File: src/hw/rtl/bpsn_pkg.sv
// Shared constants and types for the Bezier point set normalizer.
package bpsn_pkg;

  localparam int unsigned MaxPointsDefault = 16;
  localparam int unsigned CoordBitsDefault = 24;
  localparam int unsigned FracBits         = 16;
  localparam int unsigned NumLanes         = 6;
  localparam int unsigned IndexBits        = 4;
  localparam int unsigned ScaleBits        = 32;
  localparam logic [16:0] K1p9             = 17'd124518;
  localparam logic [15:0] K0p95            = 16'd62259;
  // Dividend width: K1p9 << 32.
  localparam int unsigned DivBits          = 49;

  typedef enum logic [1:0] {
    ST_LOAD,
    ST_DIV,
    ST_EMIT
  } state_e;

  // Control from the sequencer to the lanes.
  typedef struct packed {
    logic load;   // store the input word
    logic first;  // first point of a set: restart the box
  } lane_ctrl_t;

endpackage

File: src/hw/rtl/bpsn_ram.sv
// Generic single-write, registered-read RAM.
module bpsn_ram #(
  parameter int unsigned Width = 48,
  parameter int unsigned Depth = 16
) (
  input  logic                                       clk_i,
  input  logic                                       we_i,
  input  logic [$clog2((Depth > 1) ? Depth : 2)-1:0] waddr_i,
  input  logic [Width-1:0]                           wdata_i,
  input  logic [$clog2((Depth > 1) ? Depth : 2)-1:0] raddr_i,
  output logic [Width-1:0]                           rdata_o
);

  logic [Width-1:0] mem_q [Depth];

  always_ff @(posedge clk_i) begin
    if (we_i) begin
      mem_q[waddr_i] <= wdata_i;
    end
    rdata_o <= mem_q[raddr_i];
  end

endmodule

File: src/hw/rtl/bpsn_lane.sv
// One coordinate lane: stores one coordinate per point, tracks its min/max,
// and maps stored values with the shared scale, or passes them raw.
module bpsn_lane import bpsn_pkg::*; #(
  parameter int unsigned CoordBits = CoordBitsDefault,
  parameter int unsigned MaxPoints = MaxPointsDefault
) (
  input  logic                                               clk_i,
  input  logic                                               rst_ni,
  input  lane_ctrl_t                                         ctrl_i,
  input  logic [$clog2((MaxPoints > 1) ? MaxPoints : 2)-1:0] waddr_i,
  input  logic signed [CoordBits-1:0]                        coord_i,
  input  logic [$clog2((MaxPoints > 1) ? MaxPoints : 2)-1:0] raddr_i,
  input  logic signed [CoordBits-1:0]                        lo_i,
  input  logic [DivBits-1:0]                                 scale_i,
  input  logic                                               raw_i,
  output logic signed [CoordBits-1:0]                        min_o,
  output logic signed [CoordBits-1:0]                        max_o,
  output logic signed [CoordBits-1:0]                        res_o
);

  localparam int unsigned AddrBits = $clog2((MaxPoints > 1) ? MaxPoints : 2);

  logic [CoordBits-1:0]        rdata;
  logic signed [CoordBits-1:0] min_q, max_q;
  logic [CoordBits:0]          diff_q;
  logic                        raw_q;
  logic [CoordBits-1:0]        rawv_q;
  logic [CoordBits+ScaleBits:0] prod_lo_q;
  logic [CoordBits+DivBits-ScaleBits:0] prod_hi_q;
  logic [CoordBits:0]          diff;

  bpsn_ram #(.Width(CoordBits), .Depth(MaxPoints)) u_ram (
    .clk_i   (clk_i),
    .we_i    (ctrl_i.load),
    .waddr_i (waddr_i[AddrBits-1:0]),
    .wdata_i (coord_i),
    .raddr_i (raddr_i),
    .rdata_o (rdata)
  );

  always_ff @(posedge clk_i or negedge rst_ni) begin
    if (!rst_ni) begin
      min_q <= '0;
      max_q <= '0;
    end else if (ctrl_i.load) begin
      if (ctrl_i.first) begin
        min_q <= coord_i;
        max_q <= coord_i;
      end else begin
        if (coord_i < min_q) min_q <= coord_i;
        if (coord_i > max_q) max_q <= coord_i;
      end
    end
  end

  assign diff = {rdata[CoordBits-1], rdata} - {lo_i[CoordBits-1], lo_i};

  // Two stages after the RAM read: subtract, then multiply.
  // Multiply by the scale's fraction and integer parts separately.
  always_ff @(posedge clk_i) begin
    diff_q    <= diff;
    raw_q     <= raw_i;
    rawv_q    <= rdata;
    prod_lo_q <= diff_q * scale_i[ScaleBits-1:0];
    prod_hi_q <= diff_q * scale_i[DivBits-1:ScaleBits];
  end

  logic [CoordBits-1:0] rawv2_q;
  logic                 raw2_q;
  always_ff @(posedge clk_i) begin
    rawv2_q <= rawv_q;
    raw2_q  <= raw_q;
  end

  logic [CoordBits:0] mapped;
  assign mapped = prod_hi_q[CoordBits:0]
                + prod_lo_q[CoordBits+ScaleBits:ScaleBits]
                - {{(CoordBits+1-16){1'b0}}, K0p95};
  assign res_o  = raw2_q ? rawv2_q : mapped[CoordBits-1:0];
  assign min_o  = min_q;
  assign max_o  = max_q;

endmodule
File: config.mk
export PLATFORM = sky130hd
export DESIGN_NAME = bpsn_lane
export DESIGN_NICKNAME = d
export VERILOG_FILES = /design/src/hw/rtl/bpsn_pkg.sv /design/src/hw/rtl/bpsn_ram.sv /design/src/hw/rtl/bpsn_lane.sv
export SDC_FILE = /design/constraint.sdc
export NUM_CORES = 2
export LEC_CHECK = 0
export BUFFER_PORTS_ARGS = -buffer_cell sky130_fd_sc_hd__buf_2
export CAP_MARGIN = 0
export CORE_MARGIN = 4
export CORE_UTILIZATION = 70
export DETAILED_ROUTE_END_ITERATION = 10
export GPL_TIMING_DRIVEN = 0
export HOLD_SLACK_MARGIN = 0.15
export MAX_ROUTING_LAYER = met4
export PLACE_DENSITY = 0.87
export SLEW_MARGIN = 5
export SYNTH_ARGS = -nofsm -noshare
export SYNTH_HDL_FRONTEND = slang
export SYNTH_SLANG_ARGS = --single-unit
File: constraint.sdc
create_clock -name clk_i -period 15.7 [get_ports clk_i]
set_input_delay 0.785 -clock clk_i [delete_from_list [all_inputs] [get_ports clk_i]]
set_output_delay 0.785 -clock clk_i [all_outputs]
set_load 0.05 [all_outputs]
==> flow_metrics.py <==
metrics = {
    "sta": {
        "setup_violations": 0,
        "period_minus_slack_ns": 9.79,
        "fin_skew_ns": 0.0338,
        "period_share_pct": 62.3,
        "setup_tns_ns": 0,
        "fmax_mhz": 102,
        "drv_slew": 2,
        "rsz0062_at_grt": "false",
        "tightest_slew_ns": 1.57,
        "hold_violations": 0,
        "hold_slack_ns": 0.293,
        "maxSlewHeadroom_pct": -5.42,
    },
    "setup_path": {
        "critical_path_required_ns": 16.21,
        "cp-start-kind": "register",
        "endpoint_kind": "register",
        "arrival_ns": 10.30,
        "crit_type": "register to register",
        "reg2reg_setup_slack_ns": 5.91,
        "path_max_fanout": 10,
    },
    "global_route": {
        "antenna_found_initial": 27,
        "top_usage_layer": "met2",
        "first_global_vias": 45600,
        "grt_max_degree": 49,
        "grt_pass1_wl_um": 282000,
        "grt_usage_pct": 46.6,
        "use_met3_pct": 16.5,
        "met2_usage_pct": 69.3,
        "use_met1_pct": 51.8,
        "overflow": 0,
    },
    "synth": {
        "syn_area_per_cell_um2": 10.8,
        "syn_area_um2": 56300,
        "synth_ff_type": "edfxtp_1",
        "synth_edf_count": 384,
        "synthCells": 5223,
        "ys_types": 69,
        "synth-seq-cells": 579,
        "synth_nets": 6578,
        "seq_area_frac_synth_pct": 27.8,
        "yosys_warnings": 0,
        "synthArstFlopShare_pct": 8.29,
    },
    "die": {
        "rows": 103,
        "dieArea_um2": 85000,
        "core_um2": 79400,
        "die_x_um": 292,
        "pin_count": 182,
        "initial_core_util_pct": 70.9,
        "die_h_um": 292,
    },
    "layout": {
        "nFillCells": 4925,
        "multi_input_area_um2": 35600,
        "final_nets": 6815,
        "seq_area_um2": 15700,
        "drive_gt1_share_pct": 8.05,
        "syn_to_final_growth_pct": 7.42,
        "layout_commonest_cell": "inv_1",
        "final_cell_mix": "inv_1 (1,109), fa_1 (886), nand2_1 (674)",
    },
    "place": {
        "hpwlAfterDp_um": 138000,
        "port_buffers": 170,
        "gp_congestion": 1.10,
    },
    "clock_network": {
        "clk_latency_ns": 0.62,
        "htree_levels": 2,
        "cts_resized": 0,
        "cts_made_buffers": 49,
        "cts_tree": "done",
        "cts_buffer_depth": 3,
        "root_buffer": "clkbuf_16",
        "clk_pin_slew_worst_paths_ns": 0.07,
        "cts.sinks": 579,
        "holdBufCountCts": 0,
        "postCtsSetupRepairBufs": 0,
    },
    "routing": {
        "ant_nets": 0,
        "viasPerCell": 6.49,
        "dr_total_vias": 42700,
        "route.detailed.drc": 2,
        "first_iter_violations": 5742,
        "drt_wl_total_um": 188000,
        "wl_per_cell_um": 28.6,
        "first_pass_iters": 11,
    },
    "run_status": {
        "violations": "design-rule violations, max-capacitance violations, max-slew violations",
        "outcome": "complete, but fails checks",
    },
    "worst_hold_path": {
        "holdCritPathClass": "input pin to register",
    },
    "job": {
        "drv_cap": 1,
    },
}
-- worst paths after layout --
path | start | to | cells after the start
setup / recovery | diff_q[7]$_DFF_P_ | prod_lo_q[54]$_DFF_P_ | 25
hold / removal | raw_i | raw_q$_DFF_P_ | 1
setup reg to reg | diff_q[7]$_DFF_P_ | prod_lo_q[54]$_DFF_P_ | 25
hold reg to reg | rawv_q[22]$_DFF_P_ | rawv2_q[22]$_DFF_P_ | 0
max in group asynchronous | rst_ni | min_o[1]$_DFFE_PN0P_ | 1
min in group asynchronous | rst_ni | min_o[9]$_DFFE_PN0P_ | 1
-- synthesized netlist by cell type (6+ instances only) --
cell	n	area share, %
nor2_1	95	0.63
o21ai_0	78	0.69
nand3_1	49	0.44
dfxtp_1	147	5.2
nor3_1	24	0.21
a222oi_1	23	0.41
xor2_1	36	0.56
o21a_1	12	0.16
and3_1	11	0.12
edfxtp_1	384	20
mux4_2	120	4.8
nor2b_1	25	0.28
or3_1	8	0.089
a211oi_1	7	0.093
buf_1	13	0.087
o21bai_1	10	0.13
mux2_2	26	0.52
a21oi_1	77	0.68
and2_1	490	5.4
nand2b_1	21	0.23
nand4_1	42	0.47
xnor2_1	73	1.1
ha_1	359	8.0
clkbuf_1	239	1.6
dfrtp_1	48	2.1
a31oi_1	7	0.078
a21o_1	38	0.51
a21boi_0	6	0.080
inv_1	1109	7.4
fa_1	886	32
nand2_1	674	4.5
-- critical path, stage by stage, from the launching register on --
cell,delay [ns]
dfxtp_1,0.58
clkbuf_1,0.81
clkbuf_1,0.95
nand2_1,0.19
fa_1,0.58
inv_1,0.06
fa_1,0.51
inv_1,0.05
fa_1,0.48
fa_1,0.52
inv_1,0.06
fa_1,0.51
fa_1,0.50
inv_1,0.05
fa_1,0.62
inv_1,0.08
ha_1,0.36
and4_1,0.25
nand4_1,0.32
o211ai_1,0.40
a21oi_2,0.19
o31ai_4,0.63
o2111ai_4,0.22
o21a_4,0.27
o211a_1,0.23
nor4_2,0.23
-- final cells by class --
class | count | area share, %
Multi-Input combinational cell | 3280 | 58.9
Sequential cell | 579 | 25.9
Inverter | 1109 | 6.88
Clock buffer | 68 | 2.25
Tap cell | 1050 | 2.17
Timing Repair Buffer | 186 | 1.74
Buffer | 255 | 1.59
Clock inverter | 23 | 0.395
Antenna cell | 38 | 0.157
-- state kept, by name (all words and copies together), names as in the netlist --
name,flops
raw2_q,1
rawv_q,24
min_o,24
raw_q,1
prod_hi_q,24
rawv2_q,24
max_o,24
u_ram.mem_q,384
prod_lo_q,24
diff_q,25
u_ram.rdata_o,24
-- logic make-up (layout without fill, tap and decap cells) --
| logic type | count (synthesis) | in the layout | share of synthesized area [%] |
|---|---|---|---|
| buffers and inverters | 1364 | 1641 | 9.10 |
| adder cells (fa/ha/maj) | 1245 | 1245 | 39.5 |
| multiplexers | 147 | 147 | 5.34 |
| AO/OA/AOI/OAI | 318 | 318 | 3.83 |
| XOR/XNOR | 109 | 109 | 1.70 |
| AND/OR/NAND/NOR | 1461 | 1461 | 12.7 |
| flip-flops | 579 | 579 | 27.8 |
| other | 0 | 38 | 0 |
-- routing by layer --
layer	vias to the layer above	share of wire, %	wire [um]
met2	3921	44	83100
li1	16800	-	-
met5	-	0	0
met4	0	11	20600
met3	1305	14	27100
met1	20700	30	57400
-- metrics by stage --
stage / instances / utilization [%] / setup WS, ns / cell area (um^2)
floorplan: 5223 / - / 8.47 / 56300
global placement: 6443 / 73.6 / 6.43 / 58500
detailed placement: 6458 / 74.0 / 6.40 / 58800
CTS: 6549 / 76.0 / 6.33 / 60400
global route: 6585 / 76.2 / 5.89 / 60500
finish: 6588 / 76.2 / 5.91 / 60500
Power is left out: the tool's default activity adds up to more than one toggle a clock period on the data nets, which glitch-free logic cannot reach.
