$ cat src/hw/rtl/bpsn_pkg.sv
// Shared constants and types for the Bezier point set normalizer.
package bpsn_pkg;

  localparam int unsigned MaxPointsDefault = 16;
  localparam int unsigned CoordBitsDefault = 24;
  localparam int unsigned FracBits         = 16;
  localparam int unsigned NumLanes         = 6;
  localparam int unsigned IndexBits        = 4;
  localparam int unsigned ScaleBits        = 32;
  localparam logic [16:0] K1p9             = 17'd124518;
  localparam logic [15:0] K0p95            = 16'd62259;
  // Dividend width: K1p9 << 32.
  localparam int unsigned DivBits          = 49;

  typedef enum logic [1:0] {
    ST_LOAD,
    ST_DIV,
    ST_EMIT
  } state_e;

  // Control from the sequencer to the lanes.
  typedef struct packed {
    logic load;   // store the input word
    logic first;  // first point of a set: restart the box
  } lane_ctrl_t;

endpackage

$ cat src/hw/rtl/bpsn_divider.sv
// Restoring divider: (1.9 in Q1.16 << 32) / span, one quotient bit per cycle.
module bpsn_divider import bpsn_pkg::*; #(
  parameter int unsigned CoordBits = CoordBitsDefault
) (
  input  logic                 clk_i,
  input  logic                 rst_ni,
  input  logic                 start_i,
  input  logic [CoordBits:0]   span_i,
  output logic                 done_o,
  output logic [DivBits-1:0]   quot_o
);

  localparam int unsigned CntBits = $clog2(DivBits + 1);

  logic [CntBits-1:0]  cnt_q, cnt_d;
  logic                busy_q, busy_d;
  logic [DivBits-1:0]  num_q, num_d;
  logic [CoordBits+1:0] rem_q, rem_d;
  logic [CoordBits:0]  den_q, den_d;
  logic [CoordBits+1:0] trial;

  always_comb begin
    busy_d = busy_q;
    cnt_d  = cnt_q;
    num_d  = num_q;
    rem_d  = rem_q;
    den_d  = den_q;
    done_o = 1'b0;
    trial  = {rem_q[CoordBits:0], num_q[DivBits-1]};
    if (start_i) begin
      busy_d = 1'b1;
      cnt_d  = CntBits'(DivBits);
      num_d  = {K1p9, {ScaleBits{1'b0}}};
      rem_d  = '0;
      den_d  = span_i;
    end else if (busy_q) begin
      // shift in one dividend bit, subtract when it fits
      if (trial >= {1'b0, den_q}) begin
        rem_d = trial - {1'b0, den_q};
        num_d = {num_q[DivBits-2:0], 1'b1};
      end else begin
        rem_d = trial;
        num_d = {num_q[DivBits-2:0], 1'b0};
      end
      cnt_d = cnt_q - 1'b1;
      if (cnt_q == CntBits'(1)) begin
        busy_d = 1'b0;
        done_o = 1'b1;
      end
    end
  end

  always_ff @(posedge clk_i or negedge rst_ni) begin
    if (!rst_ni) begin
      busy_q <= 1'b0;
      cnt_q  <= '0;
    end else begin
      busy_q <= busy_d;
      cnt_q  <= cnt_d;
    end
  end

  always_ff @(posedge clk_i) begin
    num_q <= num_d;
    rem_q <= rem_d;
    den_q <= den_d;
  end

  // Quotient: in num_q after the last step, in num_d (quot_o) with done_o.
  assign quot_o = num_d;

endmodule

$ cat config.mk
export PLATFORM = sky130hd
export DESIGN_NAME = bpsn_divider
export DESIGN_NICKNAME = d
export VERILOG_FILES = /design/src/hw/rtl/bpsn_pkg.sv /design/src/hw/rtl/bpsn_divider.sv
export SDC_FILE = /design/constraint.sdc
export NUM_CORES = 1
export LEC_CHECK = 0
export BUFFER_PORTS_ARGS = -buffer_cell sky130_fd_sc_hd__clkbuf_2
export CAP_MARGIN = 20
export CORE_UTILIZATION = 57
export DETAILED_ROUTE_END_ITERATION = 8
export GPL_ROUTABILITY_DRIVEN = 0
export PLACE_DENSITY = 0.8
export SYNTH_ARGS = -nofsm -noshare
export SYNTH_HDL_FRONTEND = slang
export SYNTH_SLANG_ARGS = --single-unit
$ cat constraint.sdc
create_clock -name clk_i -period 3.5 [get_ports clk_i]
set_input_delay 0.7 -clock clk_i [delete_from_list [all_inputs] [get_ports clk_i]]
set_output_delay 0.7 -clock clk_i [all_outputs]
set_load 0.01 [all_outputs]
==> results of run 1 <==
-- power by group --
| group | internal [W] | switching, W | leakage (nW) |
|---|---|---|---|
| registers | 0.00130 | 0.0000254 | 0.924 |
| clock network | 0.000276 | 0.000441 | 0.0945 |
| logic | 0.000111 | 0.000152 | 2.09 |
-- how the worst min path moves through the flow --
stage / startpoint / endpoint / slack, ns / cells past startpoint
global route: rst_ni / cnt_q[4] / 0.13 / 1
CTS: rst_ni / cnt_q[4] / 0.13 / 1
floorplan: rst_ni / busy_q / 0.40 / 0
global placement: num_q[48] / rem_q[0] / 0.47 / 2
detailed placement: num_q[48] / rem_q[0] / 0.48 / 2
finish: rst_ni / cnt_q[1] / 0.15 / 1
-- stage by stage --
stage / power, W / utilization [%]
after floorplan: 0.001533 / -
after global placement: 0.001600 / 64.62
after detailed placement: 0.001610 / 64.62
after CTS: 0.002325 / 66.77
after global routing: 0.002409 / 67.34
final: 0.002306 / 67.34
-- flip-flops by register name, indices dropped and copies added, names as in the netlist --
signal and count:
busy_q 1, cnt_q 6, rem_q 25, den_q 25
num_q 49
-- cells by family (layout without fill, tap and decap cells) --
group | count (synthesis) | in the layout
and+or+nand+nor | 150 | 150
DFF | 106 | 106
AOI/OAI and AO/OA | 101 | 101
muxes | 65 | 65
buffers and inverters | 61 | 136
adders and majority gates | 28 | 28
xor gates and xnor gates | 25 | 25
-- critical path: cells and delay by family, from the launching register on --
kind | cells | cell delay (ns)
and+or+nand+nor | 2 | 0.16
AOI/OAI and AO/OA | 6 | 1.12
adders and majority gates | 2 | 0.49
DFF | 1 | 0.34
buffers and inverters | 3 | 0.25
-- routing by layer --
| metal | part of all wire [%] | up-vias |
|---|---|---|
| li1 | - | 2041 |
| met1 | 43 | 1898 |
| met2 | 50 | 100 |
| met3 | 5.5 | 12 |
| met4 | 1.2 | 0 |
| met5 | 0 | - |
-- layout by cell type (no fill, tap or decap), drive strengths merged, types with 11 or more instances in the layout --
| cell | n |
|---|---|
| a211oi | 20 |
| a21oi | 24 |
| buf | 11 |
| clkbuf | 85 |
| dfxtp | 74 |
| edfxtp | 25 |
| ha | 27 |
| inv | 40 |
| mux2i | 65 |
| nand2 | 34 |
| nor2 | 76 |
| xnor2 | 14 |
| xor2 | 11 |
-- final cells by class --
| type | instances | area [um^2] | area share (%) |
|---|---|---|---|
| Multi-Input combinational cell | 369 | 2650 | 44.48 |
| Sequential cell | 106 | 2412 | 40.49 |
| Timing Repair Buffer | 86 | 452.9 | 7.602 |
| Tap cell | 108 | 135.1 | 2.268 |
| Clock buffer | 10 | 127.6 | 2.142 |
| Inverter | 34 | 127.6 | 2.142 |
| Clock inverter | 6 | 52.55 | 0.8820 |
-- repair_timing --
action                                  in CTS  in global routing
pin swaps                                    2                  7
endpoints found under the setup margin       1                  1
gates resized for setup                      1                 10
setup buffers                                1                  3
==> results.yml, run 1 <==
status:
  status: "complete, no violations"
critical_path:
  cp_data_arrival_time_ns: 2.71
  crit_path_end_kind: "output pin"
  critPathMaxStageDelay_ns: 0.36
  worst_path_most_repeated_cell: "inv_2"
  crit_path_cell_trace: "inv_2, ha_4, inv_2, fa_2, a21o_1, a221oi_2, o31a_1, o21ai_2, nand3_2, a22o_1, nor2_2, o21a_1, buf_2"
  cp-endpoint: "quot_o[0]"
  cp_data_required_time_ns: 2.80
  crit_fanout: 3
  path_class: "flop to output pin"
  cp-start-kind: "flop"
  reg2reg_to: "rem_q[16]"
  reg2reg_setup_slack_ns: 0.64
  reg2reg_depth: 13
  r2r-start: "num_q[48]"
  crit_path_top_delay_cell: "fa_2"
  critPathLaunch: "num_q[48]"
grt:
  grt_max_degree: 61
  grt_overflow_total: 0
  busiest_layer: "met2"
  grt_use_met2_pct: 40.85
  antenna_found_initial: 0
  grt_pass1_vias: 4031
  grt_pass1_wl_mm: 17.54
  globalRouteMet3Util_pct: 7.158
  grtUsageTotal_pct: 22.22
  globalRouteMet1Util_pct: 24.58
hold_path:
  hold_path_class: "input port to async pin"
die:
  core_area_mm2: 0.008848
  core.rowCount: 34
  initial_core_util_pct: 59.69
  die-area_mm2: 0.009654
  die_w_um: 98.26
  io_pins: 78
  die-height_um: 98.26
clock_network:
  clock_latency_ns: 0.37
  cts_tree: "done"
  cts-htree-levels: 3
  cts_sinks: 106
  postCtsHoldBufs: 0
  clockBufferDepth: 2
  cts_root_buffer: "clkbuf_8"
  clkSlewWorstSetupHoldPaths_ns: 0.11
  numCtsBuffers: 9
yosys:
  synth_xor_area_share_pct: 4.146
  synthDistinctLibCells: 53
  synth.most_common_cell: "nor2_1"
  synth-adder-area-share_pct: 6.776
  yosysWarnings: 0
  synth_compound_area_share_pct: 13.95
  ys_seq_elements: 106
  synth_edf_count: 25
  ys.flop_type: "dfxtp_1"
  syn_inst: 536
  synth_top_family_by_area: "compound AO/OA/AOI/OAI gates"
  synthMuxAreaShare_pct: 12.32
  ys_top_cells_by_count: "nor2_1 (76), dfxtp_1 (74), mux2i_1 (65)"
  synth-seq-area-share_pct: 45.58
  syn_avg_cell_area_um2: 9.853
  synthTopCellsByArea: "dfxtp_1 (28%), edfxtp_1 (14%), mux2i_1 (12%), ha_1 (6.4%), nor2_1 (5.4%)"
  async_flop_share_pct: 6.604
  synthesis.nets: 592
  synth.largest_area_cell: "dfxtp_1"
  synth_top_cell_area_share_pct: 28.05
  synth-simple-area-share_pct: 12.44
  syn_area_mm2: 0.005281
timing:
  slew_viol_final: 0
  worstMarginPinSlew_ns: 0.6656
  relSlewSlack_pct: 55.25
  final.min_clock_period_ns: 3.414
  hold_viol_final: 0
  finalWorstSetupSlack_ns: 0.08630
  rsz0062_at_grt: "yes"
  min_period_over_period_pct: 97.53
  fin_skew_ns: 0.01570
  setup-violations-final: 0
  fmax_mhz: 292.9
  setup_tns_ns: 0
  hold_slack_ns: 0.1475
layout:
  final_area_mm2: 0.005958
  n_fill_cell: 735
  layout.cells.non_filler: 719
  final_nets: 662
  insertedDiodeCount: 0
  drive_gt1_share_pct: 19.15
  area_growth_pct: 12.82
power_and_ir_drop:
  peakVddDrop_mv: 0.2197
  p_per_area_mw_per_mm2: 387.0
  p_leak_nw: 3.104
routing:
  drt-vias-per-instance: 5.634
  drtIter0Drc: 167
  routed_wl_mm: 10.38
  drc: 0
  routedWlPerCell_um: 14.44
  dr.pass1.iters: 6
  dr_total_vias: 4051
  ant_nets: 0
placed_design:
  placedCellCount: 699
  io_buffers: 77
  dp_hpwl_mm: 7.456
  pre_cts_ws_ns: 0.2876
  place_area_mm2: 0.005718
run:
  cap_violations: 0
(Power assumes the default switching activity.)
==> inputs of run 2 (changes only) <==
CORE_UTILIZATION = 37   (was 57)
PLACE_DENSITY = default   (was 0.8)
==> run 2 against run 1 <==
Effect of this change:
- register-to-register slack worse by 0.07 ns
- combinational power about the same
- total power increased by 11%
- sequential share of layout area fell by 1.2 points
==> results.yml, run 2 (same netlist as run 1, synthesis figures left out) <==
critical_path:
  cp-start-kind: "flop"
  reg2reg_depth: 10
  reg2reg_setup_slack_ns: 0.57
  crit_path_end_kind: "output pin"
  cp_data_arrival_time_ns: 2.66
  path_class: "flop to output pin"
  cp_data_required_time_ns: 2.80
  crit_fanout: 2
layout:
  multi_input_area_mm2: 0.002641
  largest_reg_flops: 49
  final_cell_mix: "nor2_1 (75), clkbuf_2 (75), dfxtp_1 (74), mux2i_1 (65), nand2_1 (34)"
  seqCellArea_mm2: 0.002411
  reg_top3: "num_q (49), den_q (25), rem_q (25)"
  area_growth_pct: 16.32
  largest_register: "num_q"
  drive_gt1_share_pct: 18.79
  insertedDiodeCount: 0
  final_nets: 663
  n_fill_cell: 1367
timing:
  hold_viol_final: 0
  fmax_mhz: 297.3
  setup-violations-final: 0
  finalWorstSetupSlack_ns: 0.1361
  slew_viol_final: 0
  hold_slack_ns: 0.1676
  min_period_over_period_pct: 96.11
  final.min_clock_period_ns: 3.364
  worstMarginPinSlew_ns: 0.7539
  fin_skew_ns: 0.008913
  relSlewSlack_pct: 49.31
grt:
  antenna_found_initial: 0
  grt_overflow_total: 0
  grt_pass1_vias: 3897
  grt_max_degree: 49
  grtUsageTotal_pct: 15.94
  grt_pass1_wl_mm: 18.46
routing:
  ant_nets: 0
  routedWlPerCell_um: 14.20
  dr.pass1.iters: 4
  routed_wl_mm: 11.24
  dr_total_vias: 4064
  drtIter0Drc: 215
  drt-vias-per-instance: 5.131
  drc: 0
die:
  initial_core_util_pct: 38.05
  core.rowCount: 43
  io_pins: 78
  die-area_mm2: 0.01476
  die_w_um: 121.5
  die-height_um: 121.5
  core_area_mm2: 0.01388
clock_network:
  clockBufferDepth: 2
  clock_latency_ns: 0.35
  numCtsBuffers: 9
  cts_root_buffer: "clkbuf_16"
  cts-htree-levels: 3
  cts_sinks: 106
  clkSlewWorstSetupHoldPaths_ns: 0.07
  cts_tree: "done"
power_and_ir_drop:
  peakVddDrop_mv: 0.2363
  p_leak_nw: 3.151
  p_per_area_mw_per_mm2: 416.2
placed_design:
  dp_hpwl_mm: 7.935
  io_buffers: 77
  pre_cts_ws_ns: 0.2882
hold_path:
  hold_path_class: "input port to async pin"
status:
  status: "complete, no violations"
run:
  cap_violations: 0
## run 2: changes by cell type in the layout (fill, tap and decap cells not counted), sizes merged
cell    before  now
buf         11   12
clkinv       0    1
inv         40   39
## run 2: critical path, cell delays in order (launching register included)
cell	delay [ns]
dfxtp_1	0.33
inv_2	0.06
ha_1	0.15
inv_1	0.05
fa_2	0.35
a21o_1	0.19
a221oi_2	0.25
o31a_1	0.23
o21ai_2	0.07
nand3_2	0.09
a22o_1	0.16
nor2_2	0.06
o21a_1	0.19
buf_2	0.15
## run 2: path summary, 6_finish.rpt
| path | startpoint | endpoint |
|---|---|---|
| worst max-delay path | num_q[48] | quot_o[0] |
| worst min-delay path | rst_ni | busy_q |
| worst max register to register | den_q[1] | rem_q[23] |
| worst min register to register | num_q[46] | num_q[46] |
| max in group asynchronous | rst_ni | busy_q |
| min in group clk_i | num_q[46] | num_q[46] |
## run 2: layout make-up
cell class	count	area share, %
multi-input cells	369	42.99
well taps	180	3.666
inverters	34	2.077
repair buffers	87	7.536
clock inverters	6	0.7536
clock buffers	10	3.727
flip-flops and latches	106	39.25
## run 2: per-layer routing
layer / share of wire, % / wire length, um / GRT usage (%)
met5: 0 / 0 / 0
met4: 1.6 / 176 / 6.481
met3: 3.9 / 437 / 4.088
met2: 47 / 5249 / 25.71
met1: 48 / 5380 / 20.14
## run 2: what timing repair did
item | CTS | global route
hold buffers | 0 | 0
buffers inserted | 1 | 4
endpoints found under the setup margin | 1 | 1
pin swaps | 1 | 6
gates resized for setup | 1 | 7
## run 2: report_power, final
group / internal (W) / switching, W / leakage, nW
clock: 0.000493 / 0.000473 / 0.139
combinational: 0.000111 / 0.000154 / 2.09
sequential: 0.00130 / 0.0000248 / 0.924
total: 0.00190 / 0.000652 / 3.15
## run 2: through the flow
stage	instance area [um^2]	util (%)	power [W]	setup TNS, ns	cells
after floorplan	5281	-	0.001533	0	536
final	6143	44.26	0.002557	0	792
after global routing	6143	44.26	0.002673	-0.002964	792
after CTS	6096	43.92	0.002591	0	788
after detailed placement	5811	41.86	0.001613	0	771
after global placement	5811	41.86	0.001607	0	771
